[src/ccm_pkg.sv]
// package for the color digit codeword matcher: constants, control type, color map
`timescale 1ns / 1ps

package ccm_pkg;

  localparam int DigitW        = 3;
  localparam int DigitBase     = 5;
  localparam int ColorCodes    = 32;
  localparam int ColorW        = 5;
  localparam int CharW         = 7;
  localparam int MaxDistW      = 3;
  localparam int CodeDigitsDef = 6;
  localparam int NumCodewordsDef = 128;

  localparam logic [MaxDistW-1:0] MaxDistReset = MaxDistW'(1);
  localparam logic [DigitW-1:0]   DigitUnmapped = DigitW'(1);

  // per-cycle commands to the digit cells
  typedef struct packed {
    logic shift;
    logic clear;
    logic restart;
    logic advance;
  } ccm_ctrl_t;

  function automatic int pow_int(input int base, input int expo);
    int r;
    r = 1;
    for (int k = 0; k < expo; k++) begin
      r = r * base;
    end
    return r;
  endfunction

  function automatic logic [DigitW-1:0] color_digit(input logic [ColorW-1:0] color);
    logic [DigitW-1:0] d;
    d = DigitUnmapped;
    if (int'(color) < ColorCodes) begin
      unique case (color)
        ColorW'(0):  d = DigitW'(3);
        ColorW'(1):  d = DigitW'(2);
        ColorW'(3):  d = DigitW'(0);
        ColorW'(4):  d = DigitW'(0);
        ColorW'(9):  d = DigitW'(4);
        ColorW'(10): d = DigitW'(1);
        default:     d = DigitUnmapped;
      endcase
    end
    return d;
  endfunction

endpackage

[src/color_digit_codeword_matcher_top.sv]
// top level of the color digit codeword matcher: cell row, scan sequencer, config port
//
// Each accepted color number is mapped to a digit and shifted into a running code held
// in a row of digit cells, one cell per code digit. The same cells then generate the
// codewords one per cycle, while no stalled result holds the output, by adding the fixed
// step digit by digit, and each cycle the digit distance of the running code to the
// current codeword is compared with max_distance. The first codeword within range ends
// the scan, gives found = 1 and its index, and clears the running code; a scan without
// a match gives found = 0 and character = 0. An item is accepted, then its codewords
// are examined in order; one item is in work at a time. The next item is taken while a
// result waits at the output. max_distance sits at byte address 0 of the APB port.
`timescale 1ns / 1ps

module color_digit_codeword_matcher_top
  import ccm_pkg::*;
#(
  parameter int CODE_DIGITS   = CodeDigitsDef,
  parameter int NUM_CODEWORDS = NumCodewordsDef
) (
  input  logic              clk_i,
  input  logic              rst_ni,
  input  logic              in_valid_i,
  output logic              in_stall_o,
  input  logic [ColorW-1:0] color_number_i,
  output logic              out_valid_o,
  input  logic              out_stall_i,
  output logic              found_o,
  output logic [CharW-1:0]  character_o,
  input  logic              psel,
  input  logic              penable,
  input  logic              pwrite,
  input  logic [2:0]        paddr,
  input  logic [31:0]       pwdata,
  output logic [31:0]       prdata,
  output logic              pready
);

  localparam int IdxW    = $clog2(NUM_CODEWORDS);
  localparam int DistW   = $clog2(CODE_DIGITS + 1);
  localparam int CmpW    = (DistW > MaxDistW) ? DistW : MaxDistW;
  localparam int PowTop  = pow_int(DigitBase, CODE_DIGITS);
  localparam int MinVal  = pow_int(DigitBase, CODE_DIGITS - 1);
  localparam int Step    = (PowTop - 1 - MinVal) / NUM_CODEWORDS;
  localparam logic RegMaxDist = 1'b0;

  typedef enum logic {
    S_IDLE,
    S_SCAN
  } state_e;

  state_e                state_q;
  logic                  out_valid_q;
  logic                  found_q;
  logic [CharW-1:0]      char_q;
  logic [IdxW-1:0]       idx_q;
  logic [MaxDistW-1:0]   max_dist_q;

  ccm_ctrl_t             ctrl;
  logic                  accept;
  logic                  out_free;
  logic                  match;
  logic                  last;
  logic                  finish;
  logic [DigitW-1:0]     new_digit;
  logic [DigitW-1:0]     run_dig [CODE_DIGITS];
  logic [CODE_DIGITS:0]  carry;
  logic [CODE_DIGITS:0]  run_nz;
  logic [CODE_DIGITS:0]  cw_nz;
  logic [CODE_DIGITS-1:0] diff;
  logic [DistW-1:0]      dist_sum;
  logic [CharW-1:0]      idx_char;
  logic                  cfg_write;

  // config port
  assign pready    = 1'b1;
  assign cfg_write = psel && penable && pwrite && pready;
  assign prdata    = (paddr[2] == RegMaxDist) ? {{(32 - MaxDistW){1'b0}}, max_dist_q} : '0;

  always_ff @(posedge clk_i or negedge rst_ni) begin
    if (!rst_ni) begin
      max_dist_q <= MaxDistReset;
    end else if (cfg_write && (paddr[2] == RegMaxDist)) begin
      max_dist_q <= pwdata[MaxDistW-1:0];
    end
  end

  // cell row
  assign new_digit = color_digit(color_number_i);
  assign carry[0]  = 1'b0;
  assign run_nz[CODE_DIGITS] = 1'b0;
  assign cw_nz[CODE_DIGITS]  = 1'b0;

  for (genvar k = 0; k < CODE_DIGITS; k++) begin : g_cell
    localparam int PowK = pow_int(DigitBase, k);
    localparam logic [DigitW-1:0] StepK = DigitW'((Step / PowK) % DigitBase);
    localparam logic [DigitW-1:0] MinK  = (k == CODE_DIGITS - 1) ? DigitW'(1) : '0;
    logic [DigitW-1:0] shift_in;
    if (k == 0) begin : g_first
      assign shift_in = new_digit;
    end else begin : g_rest
      assign shift_in = run_dig[k-1];
    end
    ccm_cell #(
      .StepDigit(StepK),
      .MinDigit (MinK)
    ) u_cell (
      .clk_i   (clk_i),
      .rst_ni  (rst_ni),
      .ctrl_i  (ctrl),
      .digit_i (shift_in),
      .digit_o (run_dig[k]),
      .carry_i (carry[k]),
      .carry_o (carry[k+1]),
      .run_nz_i(run_nz[k+1]),
      .cw_nz_i (cw_nz[k+1]),
      .run_nz_o(run_nz[k]),
      .cw_nz_o (cw_nz[k]),
      .diff_o  (diff[k])
    );
  end

  always_comb begin
    dist_sum = '0;
    for (int k = 0; k < CODE_DIGITS; k++) begin
      dist_sum = dist_sum + DistW'(diff[k]);
    end
  end

  for (genvar b = 0; b < CharW; b++) begin : g_char
    if (b < IdxW) begin : g_bit
      assign idx_char[b] = idx_q[b];
    end else begin : g_zero
      assign idx_char[b] = 1'b0;
    end
  end

  // scan control
  assign in_stall_o = (state_q != S_IDLE);
  assign accept     = in_valid_i && !in_stall_o;
  assign out_free   = !out_valid_q || !out_stall_i;
  assign match      = (CmpW'(dist_sum) <= CmpW'(max_dist_q));
  assign last       = (idx_q == IdxW'(NUM_CODEWORDS - 1));
  assign finish     = (state_q == S_SCAN) && out_free && (match || last);

  always_comb begin
    ctrl.shift   = accept;
    ctrl.restart = accept;
    ctrl.clear   = (state_q == S_SCAN) && out_free && match;
    ctrl.advance = (state_q == S_SCAN) && out_free && !match && !last;
  end

  always_ff @(posedge clk_i or negedge rst_ni) begin
    if (!rst_ni) begin
      state_q     <= S_IDLE;
      out_valid_q <= 1'b0;
      found_q     <= 1'b0;
      char_q      <= '0;
      idx_q       <= '0;
    end else begin
      if (finish) begin
        out_valid_q <= 1'b1;
      end else if (out_valid_q && !out_stall_i) begin
        out_valid_q <= 1'b0;
      end
      unique case (state_q)
        S_IDLE: begin
          if (accept) begin
            state_q <= S_SCAN;
            idx_q   <= '0;
          end
        end
        S_SCAN: begin
          if (finish) begin
            found_q     <= match;
            char_q      <= match ? idx_char : '0;
            state_q     <= S_IDLE;
          end else if (ctrl.advance) begin
            idx_q <= idx_q + IdxW'(1);
          end
        end
        default: state_q <= S_IDLE;
      endcase
    end
  end

  assign out_valid_o = out_valid_q;
  assign found_o     = found_q;
  assign character_o = char_q;

  a_accept_starts_scan: assert property (@(posedge clk_i) disable iff (!rst_ni)
    accept |=> (state_q == S_SCAN) && (idx_q == '0))
    else $error("accepted transfer did not start a scan");

  a_no_match_zero_char: assert property (@(posedge clk_i) disable iff (!rst_ni)
    (out_valid_o && !found_o) |-> (character_o == '0))
    else $error("character set without a match");

  a_clear_empties_code: assert property (@(posedge clk_i) disable iff (!rst_ni)
    ctrl.clear |=> !run_nz[0])
    else $error("running code not cleared after match");

  a_finish_only_when_free: assert property (@(posedge clk_i) disable iff (!rst_ni)
    (out_valid_o && out_stall_i) |=> $stable(found_o) && $stable(character_o))
    else $error("result overwritten while output stalled");

endmodule

[src/ccm_cell.sv]
// one digit cell: running digit, codeword digit, step adder and distance term
`timescale 1ns / 1ps

module ccm_cell
  import ccm_pkg::*;
#(
  parameter logic [DigitW-1:0] StepDigit = '0,
  parameter logic [DigitW-1:0] MinDigit  = '0
) (
  input  logic              clk_i,
  input  logic              rst_ni,
  input  ccm_ctrl_t         ctrl_i,
  input  logic [DigitW-1:0] digit_i,
  output logic [DigitW-1:0] digit_o,
  input  logic              carry_i,
  output logic              carry_o,
  input  logic              run_nz_i,
  input  logic              cw_nz_i,
  output logic              run_nz_o,
  output logic              cw_nz_o,
  output logic              diff_o
);

  logic [DigitW-1:0] run_q, run_d;
  logic [DigitW-1:0] cw_q, cw_d;
  logic [DigitW:0]   sum;
  logic [DigitW:0]   wrapped;

  assign sum     = {1'b0, cw_q} + {1'b0, StepDigit} + {{DigitW{1'b0}}, carry_i};
  assign carry_o = (int'(sum) >= DigitBase);
  assign wrapped = sum - (DigitW + 1)'(DigitBase);

  assign run_nz_o = run_nz_i | (run_q != '0);
  assign cw_nz_o  = cw_nz_i | (cw_q != '0);
  assign diff_o   = (run_nz_o && cw_nz_o) ? (run_q != cw_q) : (run_nz_o || cw_nz_o);
  assign digit_o  = run_q;

  always_comb begin
    run_d = run_q;
    if (ctrl_i.clear) begin
      run_d = '0;
    end else if (ctrl_i.shift) begin
      run_d = digit_i;
    end
    cw_d = cw_q;
    if (ctrl_i.restart) begin
      cw_d = MinDigit;
    end else if (ctrl_i.advance) begin
      cw_d = carry_o ? wrapped[DigitW-1:0] : sum[DigitW-1:0];
    end
  end

  always_ff @(posedge clk_i or negedge rst_ni) begin
    if (!rst_ni) begin
      run_q <= '0;
      cw_q  <= MinDigit;
    end else begin
      run_q <= run_d;
      cw_q  <= cw_d;
    end
  end

endmodule
[config.mk]
export PLATFORM = sky130hd
export DESIGN_NAME = color_digit_codeword_matcher_top
export DESIGN_NICKNAME = d
export VERILOG_FILES = /design/src/ccm_pkg.sv /design/src/color_digit_codeword_matcher_top.sv /design/src/ccm_cell.sv
export SDC_FILE = /design/constraint.sdc
export NUM_CORES = 1
export LEC_CHECK = 0
export BUFFER_PORTS_ARGS = -buffer_cell sky130_fd_sc_hd__buf_2
export CORE_MARGIN = 2
export CORE_UTILIZATION = 55
export CTS_BUF_LIST = sky130_fd_sc_hd__clkbuf_4 sky130_fd_sc_hd__clkbuf_8
export DETAILED_ROUTE_END_ITERATION = 16
export PLACE_DENSITY = 0.81
export SKIP_CTS_REPAIR_TIMING = 1
export SLEW_MARGIN = 20
export SYNTH_ARGS = -nofsm -noshare
export SYNTH_HDL_FRONTEND = slang
export SYNTH_SLANG_ARGS = --single-unit
export TNS_END_PERCENT = 5
[constraint.sdc]
create_clock -name clk_i -period 18.37 [get_ports clk_i]
set_input_delay 0.9185 -clock clk_i [delete_from_list [all_inputs] [get_ports clk_i]]
set_output_delay 0.9185 -clock clk_i [all_outputs]
set_load 0.02 [all_outputs]
==> run_results.csv <==
group,metric,value,unit
run_status,status,"finished clean",
global_routing,grt_pass1_vias,2642,
clocking,clock-sinks,56,
place,place_congestion,0.7480,
cells_and_area,final_common_cell,"dfrtp_1",
global_routing,grt_overflow,0,
logic_synthesis,netlist_area,3811,um^2
clocking,clockBufferDepth,2,
route,antenna_violating_nets_post_route,0,
setup_path,cp-startpoint,"g_cell[0].u_cell.cw_q[1]",
floorplan,core,6756,um^2
power,p_leak,0.002011,uW
clocking,cts.reportedPaths.clkPinSlew,0.11,ns
setup_path,startpoint_type,"register",
logic_synthesis,synth_cell_type_count,52,
clocking,cts_root_buf,"clkbuf_8",
route,drc,0,
route,viasPerCell,5.652,
sta,hold_viol,0,
route,via_count,2781,
floorplan,io_pins,90,
setup_path,timing.rr.start,"g_cell[0].u_cell.cw_q[1]",
cells_and_area,antenna-diode-count,0,
clocking,h-tree-depth,2,
sta,max_slew_margin,49.87,%
cells_and_area,nFillCells,562,
floorplan,initial_core_util,56.41,%
setup_path,crit_fanout,8,
sta,rsz0062_at_grt,"false",
min_path,hold_start,"found_o",
setup_path,required,18.61,ns
route,wirelength,7256,um
global_routing,grt_max_degree,57,
power,power.density,204.3,nW/um^2
logic_synthesis,synth_edf_count,0,
sta,maxSlewViolCount,0,
job,cap_violations,0,
logic_synthesis,synth_seq_area_share,36.84,%
sta,tightest_slew,0.7512,ns
global_routing,grt_pass1_wl,11980,um
sta,tns,0,ns
setup_path,slowest_stage,"dfrtp_1",
sta,finalCriticalPeriod,8.802,ns
cells_and_area,final_cell_mix,"54 x dfrtp_1, 30 x conb_1, 29 x ha_1, 28 x buf_2",
sta,fmax,113.6,MHz
route,first_pass_iters,4,
setup_path,crit_arrival,9.05,ns
setup_path,path_class,"register to register",
floorplan,die_w,87.24,um
power,total_power,809.1,uW
cells_and_area,postLayoutCellArea,3960,um^2
sta,setup-violations-final,0,
global_routing,antenna_found_initial,0,
min_path,hold_class,"register to register",
floorplan,die-height,87.24,um
setup_path,cpMostUsedCell,"ha_1",
setup_path,slowest_delay,0.55,ns
logic_synthesis,ys_async_sr_fraction,100.0,%
logic_synthesis,yosysWarnings,0,
cells_and_area,drive_gt1_share,12.86,%
route,drtIter0Drc,147,
route,wl_per_cell,14.75,um
cells_and_area,fin_nets,491,
clocking,cts_tree,"done",
clocking,cts_made_buffers,5,
power,peakVddDrop,104.8,uV
place,dp_hpwl,5301,um
sta,finalCritPeriodShare,47.92,%
floorplan,rows,30,
logic_synthesis,ys.flop_type,"dfrtp_1",
logic_synthesis,syn_avg_cell_area,9.797,um^2
sta,clock_skew,0.008510,ns
cells_and_area,area_growth,3.907,%
cells_and_area,register_area,1404,um^2
setup_path,end_kind,"register",
logic_synthesis,ys_ff_latch,56,
global_routing,grt_usage,19.74,%
place,place_area,3870,um^2
clocking,clk_latency,0.32,ns
place,port_buffers,28,
floorplan,dieArea,7611,um^2
cells_and_area,multi_input_area,2102,um^2
logic_synthesis,syn_inst,389,
## critical path, delay by kind of cell, from the launching register on
| family | cells | cell delay [ns] |
|---|---|---|
| flops | 1 | 0.55 |
| mux | 1 | 0.22 |
| simple gates | 5 | 0.86 |
| compound gates | 8 | 2.26 |
| fa+ha+maj | 17 | 4.21 |
| buf+inv | 7 | 0.52 |
| xor+xnor | 1 | 0.10 |
## final cells by class
class                           instances  area share [%]
Multi-Input combinational cell        290           53.08
Sequential cell                        56           35.45
Timing Repair Buffer                   31           4.107
Inverter                               27           2.559
Tap cell                               80           2.528
Clock buffer                            5           1.738
Clock inverter                          3          0.5371
## synthesized netlist by cell type, drive strengths merged, types with 2 or more instances
master | n | area [um^2]
dfrtp | 54 | 1351
buf | 38 | 286.5
ha | 29 | 362.9
a22o | 27 | 236.5
inv | 27 | 101.4
nand2 | 27 | 101.4
o21ai | 20 | 100.1
nor2 | 16 | 62.56
mux2i | 14 | 140.1
xnor2 | 13 | 113.9
xor2 | 13 | 113.9
a21oi | 11 | 58.81
nor2b | 11 | 68.82
nor3 | 11 | 55.05
nand3 | 9 | 45.04
clkbuf | 6 | 22.52
and3 | 4 | 25.02
fa | 4 | 80.08
mux2 | 4 | 45.04
nand4 | 4 | 25.02
nor4 | 4 | 40.04
a21o | 3 | 22.52
a31o | 3 | 26.28
a31oi | 3 | 18.77
and3b | 3 | 30.03
nand4b | 3 | 26.28
nor3b | 3 | 22.52
o2bb2ai | 3 | 26.28
a221o | 2 | 20.02
conb | 2 | 7.510
dfstp | 2 | 52.55
nand2b | 2 | 12.51
or3 | 2 | 12.51
## routing by layer
metal	vias up	routed length (um)	global-route usage (%)	part of all wire, %
li1	1347	-	-	-
met1	1362	3141	24.89	43
met2	62	3684	34.44	51
met3	10	321	2.938	4.4
met4	0	108	6.713	1.5
met5	-	0	0	0
## flip-flops by register name, indices dropped and copies added (netlist names)
register               count
out_valid_o                1
g_cell.u_cell.digit_o     18
in_stall_o                 1
character_o                7
found_o                    1
g_cell.u_cell.cw_q        18
max_dist_q                 3
idx_char                   7
## through the flow
step	std cells	utilization (%)	setup WS [ns]	hold slack [ns]
6_report	492	58.61	9.568	0.4858
5_1_grt	492	58.61	8.731	0.5196
4_1_cts	492	58.61	9.544	0.4950
3_5_place_dp	484	57.28	9.562	0.4701
3_3_place_gp	484	57.28	9.929	0.4570
2_1_floorplan	417	-	10.71	0.4742
## final timing paths
path,cells after the start,slack [ns],endpoint
max,39,9.57,g_cell[5].u_cell.cw_q[0]
min,1,0.49,found_o
max reg2reg,39,9.57,g_cell[5].u_cell.cw_q[0]
min reg2reg,1,0.49,found_o
max in group asynchronous,2,17.18,g_cell[4].u_cell.digit_o[2]
min in group asynchronous,2,0.72,g_cell[5].u_cell.cw_q[1]
## cell families after synthesis
logic type | Yosys count | synth area share (%)
AND/OR/NAND/NOR | 103 | 14.58
other | 2 | 0.1971
XOR/XNOR | 26 | 5.975
multiplexers | 18 | 4.859
flip-flops | 56 | 36.84
buffers and inverters | 71 | 10.77
adder cells (fa/ha/maj) | 33 | 11.62
AO/OA/AOI/OAI | 80 | 15.17
## power breakdown
| part | internal, uW | switching, uW | leakage, uW |
|---|---|---|---|
| Clock | 27.2 | 43.6 | 0.0000445 |
| Combinational | 225 | 305 | 0.00123 |
| Sequential | 162 | 46.1 | 0.000734 |
No activity file was read; power rests on OpenSTA's default activity.
